## src/hw/rtl/ula_pkg.sv

```systemverilog
// Shared constants and controller/datapath handshake types for the line assembler.
package ula_pkg;

    localparam int LINE_BUF_BYTES_DEF = 32;

    localparam logic [7:0] CH_NL = 8'h0A;
    localparam logic [7:0] CH_CR = 8'h0D;

    typedef enum logic [2:0] {
        ST_IDLE = 3'b001,
        ST_LOAD = 3'b010,
        ST_SEND = 3'b100
    } ula_state_t;

    // controller -> datapath
    typedef struct packed {
        logic take_byte;   // input beat accepted this cycle
        logic load_first;  // move first stored byte into the output register
        logic advance;     // output beat taken, move the next byte in
        logic in_load;     // read port addresses the prefetch index
        logic in_send;
    } ula_cmd_t;

    // datapath -> controller
    typedef struct packed {
        logic start_data;  // newline that ends a non-empty line
        logic start_empty; // newline that ends an empty line
        logic out_last;    // output register holds the final beat of the line
    } ula_stat_t;

endpackage

```

## src/hw/rtl/ula_ctrl.sv

```systemverilog
// Controller state machine: input acceptance and line emission sequencing.
module ula_ctrl
    import ula_pkg::*;
(
    input  logic      aclk,
    input  logic      aresetn,
    input  logic      s_valid,
    output logic      s_ready,
    output logic      m_valid,
    input  logic      m_ready,
    input  ula_stat_t stat,
    output ula_cmd_t  cmd
);

    ula_state_t state_reg, state_next;

    always_ff @(posedge aclk) begin
        if (!aresetn) begin
            state_reg <= ST_IDLE;
        end else begin
            state_reg <= state_next;
        end
    end

    always_comb begin
        state_next = state_reg;
        unique case (state_reg)
            ST_IDLE: begin
                if (s_valid) begin
                    if (stat.start_data) begin
                        state_next = ST_LOAD;
                    end else if (stat.start_empty) begin
                        state_next = ST_SEND;
                    end
                end
            end
            ST_LOAD: begin
                state_next = ST_SEND;
            end
            ST_SEND: begin
                if (m_ready && stat.out_last) begin
                    state_next = ST_IDLE;
                end
            end
            default: begin
                state_next = ST_IDLE;
            end
        endcase
    end

    assign s_ready        = (state_reg == ST_IDLE);
    assign m_valid        = (state_reg == ST_SEND);
    assign cmd.take_byte  = s_ready && s_valid;
    assign cmd.load_first = (state_reg == ST_LOAD);
    assign cmd.advance    = m_valid && m_ready && !stat.out_last;
    assign cmd.in_load    = (state_reg == ST_LOAD);
    assign cmd.in_send    = (state_reg == ST_SEND);

endmodule

```

## src/hw/rtl/ula_dp.sv

```systemverilog
// Datapath: line store, fill/discard tracking, read prefetch and output register.
module ula_dp
    import ula_pkg::*;
#(
    parameter int LINE_BUF_BYTES = LINE_BUF_BYTES_DEF
) (
    input  logic       aclk,
    input  logic       aresetn,
    input  logic [7:0] s_rx_byte,
    input  ula_cmd_t   cmd,
    output ula_stat_t  stat,
    output logic [7:0] m_line_byte,
    output logic       m_empty_line,
    output logic       m_last_of_line
);

    localparam int AW = $clog2(LINE_BUF_BYTES);
    localparam logic [AW-1:0] CAP = AW'(LINE_BUF_BYTES - 1);

    logic [7:0] mem [2**AW];

    logic [AW-1:0] fill_reg;
    logic          discard_reg;
    logic          last_cr_reg;
    logic [AW-1:0] len_reg;
    logic [AW-1:0] rd_idx_reg;
    logic [7:0]    rd_data_reg;
    logic [7:0]    out_byte_reg;
    logic          out_empty_reg;
    logic          out_last_reg;

    logic          is_nl;
    logic [AW-1:0] line_len;
    logic [AW-1:0] rd_idx_inc;
    logic [AW-1:0] rd_addr;

    assign is_nl      = (s_rx_byte == CH_NL);
    // drop one trailing carriage return
    assign line_len   = fill_reg - AW'(last_cr_reg && (fill_reg != '0));
    assign rd_idx_inc = rd_idx_reg + AW'(1);

    assign stat.start_data  = is_nl && !discard_reg && (line_len != '0);
    assign stat.start_empty = is_nl && !discard_reg && (line_len == '0);
    assign stat.out_last    = out_last_reg;

    always_comb begin
        if (cmd.in_send && cmd.advance) begin
            rd_addr = rd_idx_inc;
        end else if (cmd.in_send || cmd.in_load) begin
            rd_addr = rd_idx_reg;
        end else begin
            rd_addr = '0;
        end
    end

    // line store: write while gathering, registered read
    always_ff @(posedge aclk) begin
        if (cmd.take_byte && !is_nl && !discard_reg && (fill_reg != CAP)) begin
            mem[fill_reg] <= s_rx_byte;
        end
        rd_data_reg <= mem[rd_addr];
    end

    always_ff @(posedge aclk) begin
        if (!aresetn) begin
            fill_reg    <= '0;
            discard_reg <= 1'b0;
            last_cr_reg <= 1'b0;
        end else if (cmd.take_byte) begin
            if (is_nl) begin
                discard_reg <= 1'b0;
                if (!discard_reg) begin
                    fill_reg <= '0;
                end
            end else if (!discard_reg) begin
                if (fill_reg == CAP) begin
                    discard_reg <= 1'b1;
                    fill_reg    <= '0;
                end else begin
                    fill_reg    <= fill_reg + AW'(1);
                    last_cr_reg <= (s_rx_byte == CH_CR);
                end
            end
        end
    end

    always_ff @(posedge aclk) begin
        if (cmd.take_byte && stat.start_data) begin
            len_reg    <= line_len;
            rd_idx_reg <= AW'(1);
        end else if (cmd.take_byte && stat.start_empty) begin
            out_byte_reg  <= 8'h00;
            out_empty_reg <= 1'b1;
            out_last_reg  <= 1'b1;
        end else if (cmd.load_first) begin
            out_byte_reg  <= rd_data_reg;
            out_empty_reg <= 1'b0;
            out_last_reg  <= (len_reg == rd_idx_reg);
        end else if (cmd.advance) begin
            out_byte_reg  <= rd_data_reg;
            out_empty_reg <= 1'b0;
            out_last_reg  <= (len_reg == rd_idx_inc);
            rd_idx_reg    <= rd_idx_inc;
        end
    end

    assign m_line_byte    = out_byte_reg;
    assign m_empty_line   = out_empty_reg;
    assign m_last_of_line = out_last_reg;

endmodule

```

## src/hw/rtl/uart_rx_line_assembler.sv

```systemverilog
// Top level of the serial line assembler: controller plus datapath.
//
//   channel | ports                                           | direction
//   s_      | s_valid s_ready s_rx_byte                       | received byte in
//   m_      | m_valid m_ready m_line_byte m_empty_line        | line beat out
//           | m_last_of_line                                  |
//
// A data byte, or a newline that emits nothing, is taken while in ST_IDLE.
// A newline ending an n-byte line is taken in ST_IDLE, ST_LOAD moves the first
// stored byte out, then ST_SEND gives one beat per cycle while m_ready is high;
// an empty line goes straight to ST_SEND. Input is held off while a line is being sent.
// Synchronous active-low reset clears fill count, discard flag, trailing-CR flag and FSM.
// m_ready low simply holds the current beat; the store read is re-issued.
module uart_rx_line_assembler
    import ula_pkg::*;
#(
    parameter int LINE_BUF_BYTES = LINE_BUF_BYTES_DEF
) (
    input  logic       aclk,
    input  logic       aresetn,
    input  logic       s_valid,
    output logic       s_ready,
    input  logic [7:0] s_rx_byte,
    output logic       m_valid,
    input  logic       m_ready,
    output logic [7:0] m_line_byte,
    output logic       m_empty_line,
    output logic       m_last_of_line
);

    ula_cmd_t  cmd;
    ula_stat_t stat;

    ula_ctrl u_ctrl (
        .aclk    (aclk),
        .aresetn (aresetn),
        .s_valid (s_valid),
        .s_ready (s_ready),
        .m_valid (m_valid),
        .m_ready (m_ready),
        .stat    (stat),
        .cmd     (cmd)
    );

    ula_dp #(
        .LINE_BUF_BYTES (LINE_BUF_BYTES)
    ) u_dp (
        .aclk           (aclk),
        .aresetn        (aresetn),
        .s_rx_byte      (s_rx_byte),
        .cmd            (cmd),
        .stat           (stat),
        .m_line_byte    (m_line_byte),
        .m_empty_line   (m_empty_line),
        .m_last_of_line (m_last_of_line)
    );

endmodule
```

## config.mk

```make
export PLATFORM = sky130hd
export DESIGN_NAME = uart_rx_line_assembler
export DESIGN_NICKNAME = d
export VERILOG_FILES = /design/src/hw/rtl/ula_pkg.sv /design/src/hw/rtl/ula_ctrl.sv /design/src/hw/rtl/ula_dp.sv /design/src/hw/rtl/uart_rx_line_assembler.sv
export SDC_FILE = /design/constraint.sdc
export NUM_CORES = 1
export LEC_CHECK = 0
export BUFFER_PORTS_ARGS = -buffer_cell sky130_fd_sc_hd__clkbuf_2
export CAP_MARGIN = 20
export CORE_MARGIN = 10
export CORE_UTILIZATION = 40
export DETAILED_ROUTE_END_ITERATION = 10
export SYNTH_ARGS = -nofsm -noshare
export SYNTH_HDL_FRONTEND = slang
export SYNTH_HIERARCHICAL = 1
export SYNTH_SLANG_ARGS = --single-unit
```

## constraint.sdc

```tcl
create_clock -name aclk -period 4.26 [get_ports aclk]
set_clock_uncertainty 0.1 [all_clocks]
set_input_delay 0.213 -clock aclk [delete_from_list [all_inputs] [get_ports aclk]]
set_output_delay 0.213 -clock aclk [all_outputs]
set_load 0.01 [all_outputs]
```

Yosys cells after proc, flatten, opt, wreduce, memory -nomap -nowiden
Memories as Yosys holds them, arrays and structs flattened. A register that Yosys moved wholly into a read port is not among the register bits.
Index checks and enable logic that the tools add are counted.
{"block": "totals", "register_bits": 30, "ramBits": 256, "input_bits": 12, "out_inout_bits": 12, "word_cells": 80, "memories": 1}
{"memory": "u_dp.mem", "depth": 32, "width": 8, "rd": 1, "rd_ports_with_merged_regs": 1, "write_ports": 1, "line_no": "ula_dp.sv:20", "rtl": "logic [7:0] mem [2**AW];"}
{"block": "classes", "addsub": 3, "n_eq_ne": 12, "mux": 22, "n_bitwise": 6, "reduce_logical": 27}
{"cell": "$mux W5", "n": 6}
{"cell": "$eq A8 B4 Y1 const B", "n": 2}
{"cell": "$mux W8", "n": 2}
{"cell": "$logic_and A1 B1 Y1", "n": 14}
{"cell": "$mux W3", "n": 4}
{"cell": "$add A5 B1 Y5 const B", "n": 2}
{"cell": "$eq A5 B5 Y1", "n": 2}
{"cell": "$reduce_bool A5 Y1", "n": 2}
{"cell": "$mux W1", "n": 9}
{"cell": "$pmux W3 S3", "n": 1}
{"cell": "$not A1 Y1", "n": 6}
{"cell": "$reduce_and A3 Y1", "n": 2}
{"cell": "$eq A5 B5 Y1 const B", "n": 1}
{"cell": "$logic_not A5 Y1", "n": 1}
{"cell": "$ne A5 B5 Y1 const B", "n": 1}
{"cell": "$sub A5 B1 Y5", "n": 1}
{"cell": "$ne A2 B2 Y1 const B", "n": 2}
{"cell": "$reduce_and A2 Y1", "n": 2}
{"cell": "$reduce_and A4 Y1", "n": 1}
{"cell": "$eq A3 B1 Y1 const B", "n": 1}
{"cell": "$eq A3 B2 Y1 const B", "n": 1}
{"cell": "$eq A3 B3 Y1 const B", "n": 1}
{"cell": "$logic_not A1 Y1", "n": 3}
{"cell": "$ne A3 B1 Y1 const B", "n": 1}
{"cell": "2 further kinds", "n": 2}

Longest topological paths before layout
Gate-level depths: netlist of the first run.
{"block": "depth", "ltp_word": 9, "ltp_mapped": 13, "ltp_nobuf": 13}

By module
Netlist of the first run, hierarchy kept.
{"mod": "ula_dp", "instances": 1, "cells_per_inst": 1046, "area_per_inst_um2": 13131.3, "seq_area_each_um2": 8538.2}
{"mod": "ula_ctrl", "instances": 1, "cells_per_inst": 21, "area_per_inst_um2": 197.7, "seq_area_each_um2": 60.1}

Worst setup path before layout of the first run
Ideal clock, no wire load.
{"block": "synth_timing", "path_kind": "flip-flop to flip-flop", "start": "register u_dp.fill_reg[4]", "end": "register u_dp.out_empty_reg (netlist: u_dp/m_empty_line), enable pin", "setup_time_ns": 0.376, "t_arrival_ns": 3.286, "required_time_ns": 3.784, "path_slack_ns": 0.498, "stages_incl_launch_ff": 13, "path_buffers": 2, "path_cell_list": "dfxtp_1 -> clkbuf_1 -> or3_1 -> o21a_1 -> ha_1 -> ha_1 -> inv_1 -> or4_1 -> or4_1 -> clkbuf_1 -> inv_1 -> nor3_1 -> nor2_1"}
{"block": "synth_between", "elab_chain_cells": 8, "elab_cells_between_ends": 12, "cone_classes": "add/sub (1); bitwise (1); reduce/logical (10)"}
{"item": "start, declared", "line_no": "ula_dp.sv:22", "rtl": "logic [AW-1:0] fill_reg;"}
{"item": "start signal, assigned", "line_no": "ula_dp.sv:80", "rtl": "fill_reg <= fill_reg + AW'(1);"}
{"item": "$reduce_bool A5 Y1 (*)", "line_no": "ula_dp.sv:39", "rtl": "assign line_len = fill_reg - AW'(last_cr_reg && (fill_reg != '0));"}
{"item": "$logic_and A1 B1 Y1 (*)", "line_no": "ula_dp.sv:39"}
{"item": "$sub A5 B1 Y5 (*)", "line_no": "ula_dp.sv:39"}
{"item": "net u_dp.line_len[1]", "line_no": "ula_dp.sv:33", "rtl": "logic [AW-1:0] line_len;"}
{"item": "$logic_not A5 Y1 or $reduce_bool A5 Y1 (tied branches)", "line_no": "ula_dp.sv:43, ula_dp.sv:42"}
{"item": "$logic_and A1 B1 Y1, on equally long branches", "line_no": "ula_dp.sv:43, ula_dp.sv:42"}
{"item": "$logic_and A1 B1 Y1, on equally long branches", "line_no": "ula_dp.sv:91, ula_dp.sv:88"}
{"item": "$reduce_bool A3 Y1 (no source line) or $not A1 Y1 (tied branches)"}
{"item": "$reduce_and A2 Y1 (no source line) (*)"}
{"item": "end signal, assigned", "line_no": "ula_dp.sv:93", "rtl": "out_empty_reg <= 1'b1;"}
{"item": "end signal, assigned", "line_no": "ula_dp.sv:97", "rtl": "out_empty_reg <= 1'b0;"}
{"item": "end signal, assigned", "line_no": "ula_dp.sv:101", "rtl": "out_empty_reg <= 1'b0;"}
{"item": "end, declared", "line_no": "ula_dp.sv:29", "rtl": "logic out_empty_reg;"}
Mark *: on every way through the listed nets, which the timed path passes. The rest lies on a longest branch.
A chain may end at the register's enable or synchronous reset.

Final worst setup path of the first run
{"block": "layout_timing", "start": "register u_dp.fill_reg[3]", "end": "register u_dp.out_byte_reg[1] (netlist: u_dp/m_line_byte[1]), enable pin"}
{"block": "layout_between", "elab_chain_cells": 8, "elab_cells_between_ends": 12, "cone_classes": "add/sub (1); bitwise (1); reduce/logical (10)"}
{"item": "$reduce_bool A5 Y1 (*)", "line_no": "ula_dp.sv:39"}
{"item": "$logic_and A1 B1 Y1 (*)", "line_no": "ula_dp.sv:39"}
{"item": "$sub A5 B1 Y5 (*)", "line_no": "ula_dp.sv:39"}
{"item": "net u_dp.line_len[1]", "line_no": "ula_dp.sv:33"}
{"item": "$logic_not A5 Y1 or $reduce_bool A5 Y1 (tied branches)", "line_no": "ula_dp.sv:43, ula_dp.sv:42"}
{"item": "$logic_and A1 B1 Y1, on equally long branches", "line_no": "ula_dp.sv:43, ula_dp.sv:42"}
{"item": "$logic_and A1 B1 Y1, on equally long branches", "line_no": "ula_dp.sv:91, ula_dp.sv:88"}
{"item": "$reduce_bool A3 Y1 (no source line) or $not A1 Y1 (tied branches)"}
{"item": "$reduce_and A2 Y1 (no source line) (*)"}
{"item": "end signal, assigned", "line_no": "ula_dp.sv:96", "rtl": "out_byte_reg <= rd_data_reg;"}
{"item": "end signal, assigned", "line_no": "ula_dp.sv:100", "rtl": "out_byte_reg <= rd_data_reg;"}
{"item": "end, declared", "line_no": "ula_dp.sv:28", "rtl": "logic [7:0] out_byte_reg;"}
Marked as above.

==> out/summary.md, run 1 <==
STA
* **final-report setup violation count** 0
* **fmax** 280 MHz
* **RSZ-0062 raised after global routing** no
* **crit path time final** 3.57 ns
* **final worst path period share** 83.7%
* **number of max-slew violations in the final report** 0
* **least setup slack across all paths after layout** 0.693 ns
* **Slew HR** 38.7%
* **Tightest Pin Transition** 0.919 ns
* **worst hold slack across all endpoints** 0.00857 ns
* **setup TNS** 0 ns
* **count of final hold-check violations** 0

Outcome
* **run status** finished clean

GRT
* **maximum number of pins on one net before global-route repair** 44
* **global-route wire length before repair** 54100 um
* **total routing resource utilization after global routing** 17.1%
* **final global-route overflow total** 0
* **via count of the first global-routing pass** 8688
* **initial antenna violation count** 1

Place
* **total cell area at the placement stage** 14300 um2
* **PortBufs** 23
* **pre-CTS WS** 0.709 ns
* **number of cells after detailed placement** 1534
* **dpl hpwl** 23900 um
* **gp weighted congestion** 0.930

Critical path
* **data required time of the critical path** 4.43 ns
* **Top Family by Delay on Critical Path** simple AND/OR/NAND/NOR gates
* **worst path cell trace** or3_1 > o21a_1 > ha_1 > ha_1 > inv_1 > or4_1 > or4_1 > inv_1 > nor3_1 > nor2_1 > buf_4
* **cell with the largest stage delay on the worst path** or4_1
* **CP arrival** 3.74 ns
* **Critical Path Sink Type** flip-flop
* **worst stage delay on the critical path** 0.62 ns
* **number of buffer and inverter stages on the critical path** 3
* **kind of critical path** flip-flop to flip-flop
* **highest fanout seen on the critical path** 12
* **R2R Setup Slk** 0.69 ns
* **CP Launch Type** flip-flop

Logic synthesis
* **number of instances in the synthesized netlist** 1067
* **most numerous cell types in the synthesized netlist** edfxtp_1, nand2_1, nor2_1
* **most common cell in the netlist** edfxtp_1
* **ys flop type** edfxtp_1
* **Area contributors post-synth** edfxtp_1, nand2_1, dfxtp_1
* **flops & latches, synth** 294
* **Yosys top cell by area** edfxtp_1
* **EDFF count, synth** 271
* **net count after synthesis** 1087
* **count of unique library cells instantiated by Yosys** 70
* **average instance area after synthesis** 12.5 um2
* **share of the synthesized area in the top cell type** 61.1%
* **netlist area before placement** 13300 um2
* **number of warnings issued by yosys** 6
* **FFs w/ async S/R, synth** 0%
* **share of the yosys chip area belonging to registers** 64.5%

Cells and area
* **relative area change from synthesis to final layout** 14.4%
* **antenna diode count** 0
* **final core utilization** 46.6%
* **total number of nets in the final design** 1147
* **filler-free cell count of the finished design** 1592
* **proportion of layout cells with a drive suffix above 1** 15.5%
* **number of flip-flops under the largest register name** 256
* **post-layout instance area** 15200 um2

Route
* **vias after detailed routing** 9170
* **number of routed nets with antenna violations** 0
* **Total Wirelength** 36300 um
* **average vias per placed instance** 5.76
* **Initial DRC Count** 1110
* **Avg WL per Cell** 22.8 um
* **length of the first detailed-routing pass in iterations** 8
* **DRC viols** 0

CTS
* **insertion delay to the later sink of the worst-skew pair** 0.58 ns
* **buffer depth of the longest clock path** 3
* **TritonCTS clock tree** built
* **Post-CTS Setup Repair Bufs** 0
* **# H-tree levels** 1
* **clock-pin transition on the worst setup and hold timing paths** 0.06 ns
* **number of clock sinks** 294
* **root buffer selected by CTS** clkbuf_16
* **CTS Buf Count** 30

Worst hold path
* **class of the tightest hold or removal check** input port to flip-flop

Die
* **# IOs** 24
* **number of cell rows** 66
* **overall die area** 41000 um2
* **CORE AREA** 32700 um2
* **vertical die dimension** 203 um
* **starting density of the core** 40.8%
* **DIE WIDTH** 203 um

Power
* **Overall Power** 5.93 mW
* **static leakage** 4.99 nW
* **ratio of total power to cell area** 389 nW/um2
* **worst ir drop on vdd** 0.381 mV

Flow run
* **Max-cap violations** 0

## layout by cell type (no fill, tap or decap), types with 9 or more instances in the layout
cell type	instances
o2bb2ai_1	11
a21oi_1	37
or3_1	14
nor4_1	9
o21ai_0	25
mux2_2	14
mux2i_1	35
buf_4	73
a22oi_1	21
a32oi_1	16
xnor2_1	11
edfxtp_1	271
clkbuf_2	23
o211ai_1	21
and2_1	14
nor3b_1	10
a211oi_1	10
nor2_1	77
dfxtp_1	23
clkbuf_16	30
inv_1	17
and3_1	15
a221oi_1	28
nor3_1	14
nand3_1	46
nand2_1	131
## repair_timing
item	in CTS	in global routing
hold endpoints to repair	10	0
endpoints found under the setup margin	0	0
gates resized for setup	0	0
hold buffers	2	0
## routing by layer
metal	track usage [%]	wire, um
met1	23.3	16000
met2	26.6	16300
met3	4.31	3180
met4	4.29	789
met5	0	13
## power by group
part	switching (mW)	internal [mW]	total, mW
sequential	0.0138	3.17	3.18
combinational	0.141	0.0526	0.193
clock	1.10	1.45	2.55
total	1.25	4.68	5.93
## kinds of logic (layout without fill, tap and decap cells)
| family | count (synthesis) | after routing | share of synthesized area, % |
|---|---|---|---|
| AND/OR/NAND/NOR | 380 | 380 | 13.9 |
| adder cells (fa/ha/maj) | 8 | 8 | 0.751 |
| flip-flops | 294 | 294 | 64.5 |
| multiplexers | 49 | 49 | 3.81 |
| XOR/XNOR | 14 | 14 | 0.920 |
| AO/OA/AOI/OAI | 234 | 234 | 13.3 |
| buffers and inverters | 88 | 171 | 2.89 |
## worst reg2reg max path, cell delays in order, from the launching register on
cell and delay [ns]:
dfxtp_1 0.37, or3_1 0.46, o21a_1 0.21, ha_1 0.19
ha_1 0.28, inv_1 0.05, or4_1 0.53, or4_1 0.62
inv_1 0.13, nor3_1 0.05, nor2_1 0.10, buf_4 0.18
## cell type report
type / count / area (um2)
multi-input cells: 685 / 4380
repair buffers: 99 / 691
fillers: 2944 / 17500
flip-flops and latches: 294 / 8600
inverters: 17 / 63.8
clock buffers: 39 / 805
clock inverters: 16 / 151
well taps: 442 / 553
## final timing paths
path,depth (start not counted),to,startpoint
setup / recovery,11,u_dp/m_line_byte[1]$_SDFFCE_PP0P_,u_dp/fill_reg[3]$_SDFFE_PN0P_
hold / removal,4,u_ctrl/state_reg[2]$_SDFFE_PN0P_,m_ready
setup reg to reg,11,u_dp/m_line_byte[1]$_SDFFCE_PP0P_,u_dp/fill_reg[3]$_SDFFE_PN0P_
hold reg to reg,2,u_dp/last_cr_reg$_SDFFE_PN0P_,u_dp/last_cr_reg$_SDFFE_PN0P_
(Power assumes the default switching activity.)
==> run 2, diff against run 1 <==
- ABC_AREA: not set -> 1
- clock period: 4.26 -> 3.53 ns (I/O delays scaled with it)
==> run 2 against run 1 <==
Compared with the run above: register-to-register slack worse by 0.38 ns; combinational power rose to 12 times the previous value; first-iteration DRC count down 34%; critical path type unchanged; largest cell class unchanged; highest routed layer is now met4.
==> out/summary.md, run 2 <==
Cells and area
* **register area** 8600 um2, unchanged
* **total number of nets in the final design** 1366, +19%
* **proportion of layout cells with a drive suffix above 1** 9.28%, -6.2 points
* **leading cell type in the layout, fill and taps excluded** nand2_1
* **post-layout instance area** 15000 um2, -1.3%
* **relative area change from synthesis to final layout** 13.5%
* **top library cells by usage in the layout, fill and taps aside** nand2_1, nand3_1, edfxtp_1
* **number of flip-flops under the largest register name** 256, unchanged
* **fill cell count** 3047, +3.5%
* **antenna diode count** 0, unchanged
* **final core utilization** 46.1%, -0.50 points
* **combined area of the multi-input logic cells** 3630 um2, -17%

Critical path
* **Crit Reg-Reg Endpoint** u_ctrl/state_reg[0]$_SDFFE_PN1P_
* **kind of critical path** flip-flop to flip-flop
* **CP arrival** 3.57 ns, -0.17 ns
* **Critical Path Sink Type** flip-flop
* **worst stage delay on the critical path** 0.56 ns, -0.06 ns
* **launch instance of the worst register-to-register path** u_dp/fill_reg[1]$_SDFFE_PN0P_
* **highest fanout seen on the critical path** 5, -7
* **worst reg2reg path depth** 19, +8
* **cell with the largest stage delay on the worst path** dlygate4sd3_1
* **CP Launch Type** flip-flop
* **worst path cell trace** inv_1 > ha_1 > nand3_1 > nand2_1 > inv_1 > ha_1 > ha_1 > or2_2 > nand4_1 > nor2_1 > nand2_1 > nand2_1 > inv_1 > inv_1 > nand4_1 > nand3_1 > nand2_1 > nand3_1 > dlygate4sd3_1
* **data required time of the critical path** 3.88 ns, -0.55 ns
* **R2R Setup Slk** 0.31 ns, -0.38 ns

Route
* **Total Wirelength** 32900 um, -9.2%
* **Avg WL per Cell** 18.2 um, -20%
* **length of the first detailed-routing pass in iterations** 5, -3
* **number of routed nets with antenna violations** 0, unchanged
* **average vias per placed instance** 5.06, -12%
* **DRC viols** 0, unchanged
* **Initial DRC Count** 734, -34%
* **vias after detailed routing** 9151, -0.21%

Logic synthesis
* **netlist area before placement** 13200 um2, -0.61%
* **ys flop type** edfxtp_1
* **share of the synthesized area in the top cell type** 61.4%, +0.37 points
* **number of instances in the synthesized netlist** 1306, +22%
* **count of unique library cells instantiated by Yosys** 34, -51%
* **most common cell in the netlist** nand2_1
* **Area contributors post-synth** edfxtp_1, nand3_1, nand2_1
* **FFs w/ async S/R, synth** 0%, unchanged
* **most numerous cell types in the synthesized netlist** nand2_1, nand3_1, edfxtp_1
* **EDFF count, synth** 271, unchanged
* **number of warnings issued by yosys** 6, unchanged
* **share of the yosys chip area belonging to registers** 64.9%, +0.40 points
* **Yosys top cell by area** edfxtp_1
* **net count after synthesis** 1326, +22%
* **flops & latches, synth** 294, unchanged
* **average instance area after synthesis** 10.1 um2, -19%

CTS
* **root buffer selected by CTS** clkbuf_16
* **insertion delay to the later sink of the worst-skew pair** 0.56 ns, -0.02 ns
* **number of resized instances in the post-cts repair step** 0, unchanged
* **buffer depth of the longest clock path** 3, unchanged
* **# H-tree levels** 1, unchanged
* **clock-pin transition on the worst setup and hold timing paths** 0.06 ns, about the same
* **number of clock sinks** 294, unchanged
* **# hold bufs at CTS** 3, +1
* **Post-CTS Setup Repair Bufs** 0, unchanged
* **CTS Buf Count** 31, +3.3%
* **TritonCTS clock tree** built

Place
* **dpl hpwl** 20400 um, -15%
* **total cell area at the placement stage** 14100 um2, -1.4%
* **pre-CTS WS** 0.449 ns, -0.261 ns
* **gp weighted congestion** 0.861, -7.4%
* **PortBufs** 23, unchanged

Flow run
* **Max-cap violations** 0, unchanged

Power
* **ratio of total power to cell area** 628 nW/um2, +61%
* **worst ir drop on vdd** 0.447 mV, +17%
* **Overall Power** 9.44 mW, +59%
* **static leakage** 6.23 nW, +25%

STA
* **count of final hold-check violations** 0, unchanged
* **final worst path period share** 91.2%, +7.5 points
* **final-report setup violation count** 0, unchanged
* **Slew HR** 40.2%, +1.5 points
* **fmax** 311 MHz, +11%
* **Tightest Pin Transition** 0.897 ns, -0.0223 ns
* **RSZ-0062 raised after global routing** no
* **crit path time final** 3.22 ns, -0.348 ns
* **least setup slack across all paths after layout** 0.311 ns, -0.382 ns
* **number of max-slew violations in the final report** 0, unchanged
* **setup TNS** 0 ns, unchanged

Die
* **DIE WIDTH** 202 um, -0.28%
* **number of cell rows** 66, unchanged
* **starting density of the core** 40.6%, -0.15 points
* **vertical die dimension** 202 um, -0.28%
* **# IOs** 24, unchanged
* **overall die area** 40800 um2, -0.55%
* **CORE AREA** 32600 um2, -0.25%

GRT
* **global-route wire length before repair** 51400 um, -5.0%
* **initial antenna violation count** 0, -1
* **total routing resource utilization after global routing** 15.9%, -1.1 points
* **maximum number of pins on one net before global-route repair** 78, +77%
* **via count of the first global-routing pass** 8765, +0.89%
* **final global-route overflow total** 0, unchanged

Outcome
* **run status** finished clean

Worst hold path
* **Hold EP** u_ctrl/state_reg[2]$_SDFFE_PN0P_
* **number of instances on the worst hold path** 6, +2
* **class of the tightest hold or removal check** input port to flip-flop
* **worst hold start** m_ready

[run 2: cell count changes in the layout (fill, tap and decap cells not counted), moves of 17 or more]
cell / change
nand3b_1: +36
buf_4: -29
a21oi_1: -31
o211ai_1: -20
o21ai_0: -17
a221oi_1: -28
a22oi_1: -21
nand2_1: +165
mux2i_1: -35
inv_1: +169
nand3_1: +248
[run 2: worst max path at each step]
stage / from / slack [ns] / endpoint
finish: u_dp/fill_reg[1]$_SDFFE_PN0P_ / 0.31 / u_ctrl/state_reg[0]$_SDFFE_PN1P_
global route: u_dp/fill_reg[0]$_SDFFE_PN0P_ / 0.05 / u_ctrl/state_reg[0]$_SDFFE_PN1P_
CTS: u_dp/fill_reg[1]$_SDFFE_PN0P_ / 0.33 / u_ctrl/state_reg[0]$_SDFFE_PN1P_
detailed placement: u_dp/fill_reg[1]$_SDFFE_PN0P_ / 0.45 / u_dp/m_line_byte[5]$_SDFFCE_PP0P_
global placement: u_dp/fill_reg[0]$_SDFFE_PN0P_ / 0.52 / u_dp/m_line_byte[4]$_SDFFCE_PP0P_
floorplan: u_dp/fill_reg[4]$_SDFFE_PN0P_ / 0.89 / u_dp/m_empty_line$_SDFFCE_PP1P_
[run 2: kinds of logic (layout without fill, tap and decap cells)]
kind of cell               after synthesis  after routing  synth area share (%)
adders and majority gates                8              8                 0.756
xor gates and xnor gates                10             10                 0.661
AOI/OAI and AO/OA                       23             23                  1.19
DFF                                    294            294                  64.9
buffers and inverters                  257            319                  7.90
and+or+nand+nor                        714            714                  24.6
[run 2: metrics by stage]
stage | hold WS, ns | cells
CTS | 0.0432 | 1810
global placement | 0.376 | 1752
global route | 0.0875 | 1810
detailed placement | 0.387 | 1752
finish | 0.0582 | 1810
floorplan | 0.161 | 1306
[run 2: critical path, delay by kind of cell, from the launching register on]
kind | cells | cell delay (ns)
buffers and inverters | 5 | 0.91
adders and majority gates | 3 | 0.60
DFF | 1 | 0.35
and+or+nand+nor | 11 | 1.17
[run 2: area by class of cell]
type | instances | share of cell area (%)
Clock inverter | 18 | 1.06
Multi-Input combinational cell | 755 | 24.1
Sequential cell | 294 | 57.2
Timing Repair Buffer | 76 | 3.96
Tap cell | 442 | 3.68
Clock buffer | 37 | 5.31
Inverter | 188 | 4.69
[run 2: report_power, final]
part	leakage [nW]	internal, mW	switching, mW
clock	0.468	1.81	1.29
sequential	2.63	3.94	0.0936
combinational	3.13	0.708	1.59
total	6.23	6.47	2.98
[run 2: routing by layer]
metal | global-route usage, % | share of wire, % | vias up
li1 | - | - | 4446
met1 | 21.1 | 43 | 4386
met2 | 26.9 | 49 | 270
met3 | 1.79 | 5.3 | 49
met4 | 4.67 | 2.3 | 0
met5 | 0 | 0 | -
==> run 3, diff against run 2 <==
- clock period: 3.53 -> 3.05 ns (I/O delays scaled with it)
==> run 3 against run 2 <==
Compared with the run above: critical path depth fell by 3; final cell count increased by 0.50%; power grew 16%; count of clock-buffer cells in the layout down 2; register-to-register slack worse by 0.06 ns; routed wire length grew 2.6%; setup slack got worse by 0.062 ns; sequential share of layout area shrank 0.55 points; critical endpoint is now u_dp/m_line_byte[7]$_SDFFCE_PP0P_; largest power group unchanged.
==> out/summary.md, run 3 (synthesized netlist as in run 2, its figures left out) <==
Critical path
* **CP arrival** 2.98 ns, -0.59 ns
* **CP Launch Type** flip-flop
* **kind of critical path** flip-flop to flip-flop
* **CP dominant cell by count** nand2_1
* **number of buffer and inverter stages on the critical path** 4, -1
* **data required time of the critical path** 3.23 ns, -0.65 ns
* **cell with the largest stage delay on the worst path** dfxtp_1
* **highest fanout seen on the critical path** 5, unchanged
* **worst path cell trace** inv_2 > ha_1 > nand3_1 > nand2_1 > inv_1 > ha_1 > ha_1 > or2_2 > nand4_1 > nor2_1 > nand2_1 > nand2_1 > inv_1 > nand2_1 > o21ai_2 > clkinvlp_4
* **worst stage delay on the critical path** 0.35 ns, -0.21 ns
* **Critical Path Sink Type** flip-flop
* **Top Family by Delay on Critical Path** simple AND/OR/NAND/NOR gates

STA
* **fmax** 357 MHz, +15%
* **final-report setup violation count** 0, unchanged
* **least setup slack across all paths after layout** 0.249 ns, -0.0619 ns
* **worst hold slack across all endpoints** 0.0293 ns, -0.0289 ns
* **Tightest Pin Transition** 0.832 ns, -0.0644 ns
* **final worst path period share** 91.8%, +0.64 points
* **count of final hold-check violations** 0, unchanged
* **crit path time final** 2.80 ns, -0.418 ns
* **Slew HR** 44.3%, +4.1 points
* **number of max-slew violations in the final report** 0, unchanged

Route
* **Avg WL per Cell** 18.6 um, +2.1%
* **vias after detailed routing** 9217, +0.72%
* **Initial DRC Count** 788, +7.4%
* **length of the first detailed-routing pass in iterations** 5, unchanged
* **number of routed nets with antenna violations** 0, unchanged
* **Total Wirelength** 33800 um, +2.6%
* **average vias per placed instance** 5.07, +0.22%
* **DRC viols** 0, unchanged

Cells and area
* **relative area change from synthesis to final layout** 14.6%
* **number of flip-flops under the largest register name** 256, unchanged
* **fill cell count** 2971, -2.5%
* **total number of nets in the final design** 1373, +0.51%
* **leading cell type in the layout, fill and taps excluded** nand2_1
* **antenna diode count** 0, unchanged
* **filler-free cell count of the finished design** 1819, +0.50%
* **proportion of layout cells with a drive suffix above 1** 10.4%, +1.1 points
* **post-layout instance area** 15200 um2, +0.97%
* **top library cells by usage in the layout, fill and taps aside** nand2_1, nand3_1, edfxtp_1

Power
* **static leakage** 6.27 nW, +0.68%
* **ratio of total power to cell area** 724 nW/um2, +15%
* **worst ir drop on vdd** 0.520 mV, +16%
* **Overall Power** 11.0 mW, +16%

GRT
* **maximum number of pins on one net before global-route repair** 50, -36%
* **global-route wire length before repair** 52300 um, +1.7%
* **final global-route overflow total** 0, unchanged
* **total routing resource utilization after global routing** 16.2%, +0.30 points
* **via count of the first global-routing pass** 8864, +1.1%
* **initial antenna violation count** 1, +1

Place
* **number of cells after detailed placement** 1756, +0.23%
* **total cell area at the placement stage** 14100 um2, +0.57%
* **gp weighted congestion** 0.837, -2.8%
* **PortBufs** 23, unchanged
* **dpl hpwl** 21200 um, +3.7%
* **pre-CTS WS** 0.163 ns, -0.285 ns

CTS
* **root buffer selected by CTS** clkbuf_16
* **clock-pin transition on the worst setup and hold timing paths** 0.06 ns, about the same
* **buffer depth of the longest clock path** 3, unchanged
* **# H-tree levels** 1, unchanged
* **CTS Buf Count** 30, -3.2%
* **number of clock sinks** 294, unchanged
* **insertion delay to the later sink of the worst-skew pair** 0.56 ns, about the same
* **TritonCTS clock tree** built

Flow run
* **Max-cap violations** 0, unchanged

Die
* **vertical die dimension** 202 um, unchanged
* **overall die area** 40800 um2, unchanged
* **starting density of the core** 40.6%, unchanged
* **DIE WIDTH** 202 um, unchanged
* **number of cell rows** 66, unchanged
* **# IOs** 24, unchanged
* **CORE AREA** 32600 um2, unchanged

Worst hold path
* **class of the tightest hold or removal check** input port to flip-flop

Outcome
* **run status** finished clean

-- run 3: cell types whose count changed in the layout (fill, tap and decap cells not counted), sizes merged, moves of 2 or more --
cell      before  now
buf           50   56
clkbuf        60   58
clkinv        14   20
inv          189  186
clkinvlp       0    2
-- run 3: cell type report --
type                       instances  area (um2)  share of cell area (%)
timing repair inverter             1        7.51                  0.0494
multi-input combinational        755        3660                    24.1
sequential                       294        8600                    56.6
timing repair buffer              83         724                    4.77
clock buffer                      35         791                    5.21
clock inverter                    21         140                   0.923
inverter                         188         709                    4.67
tap                              442         553                    3.64
-- run 3: worst paths after layout --
kind	startpoint	to	slack, ns	depth (start not counted)
setup / recovery	u_dp/fill_reg[0]$_SDFFE_PN0P_	u_dp/m_line_byte[7]$_SDFFCE_PP0P_	0.25	16
setup reg to reg	u_dp/fill_reg[0]$_SDFFE_PN0P_	u_dp/m_line_byte[7]$_SDFFCE_PP0P_	0.25	16
hold reg to reg	u_dp/fill_reg[1]$_SDFFE_PN0P_	u_dp/fill_reg[1]$_SDFFE_PN0P_	0.44	2
hold / removal	s_rx_byte[0]	u_dp/last_cr_reg$_SDFFE_PN0P_	0.03	5
-- run 3: metal layers --
layer  track usage, %  share of wire (%)  routed length [um]  vias to the layer above
li1                 -                  -                   -                     4458
met2             26.8                 48               16400                      275
met3             2.21                6.0                2010                       51
met4             4.78                2.2                 729                        2
met1             21.8                 43               14700                     4431
met5                0              0.050                  17                        -
-- run 3: tightest hold or removal path: stages --
cell,delay (ns)
clkbuf_2,0.09
inv_1,0.13
nor3_1,0.07
a21oi_1,0.14
nor2_1,0.06
-- run 3: through the flow --
stage / TNS (ns) / utilization (%)
3_5_place_dp: 0 / 43.3
4_1_cts: 0 / 46.3
5_1_grt: -0.00258 / 46.6
3_3_place_gp: -0.0563 / 43.3
6_report: 0 / 46.6
2_1_floorplan: 0 / -
-- run 3: repair_timing --
| item | in CTS | in global routing |
|---|---|---|
| hold buffers | 4 | 0 |
| gates resized for setup | 0 | 14 |
| setup buffers | 0 | 2 |
| setup endpoints to repair | 0 | 31 |
| endpoints found under the hold margin | 10 | 0 |
-- run 3: power breakdown --
group	internal, mW	switching, mW	total, mW
registers	4.56	0.106	4.67
logic	0.908	1.93	2.83
clock network	2.00	1.49	3.49
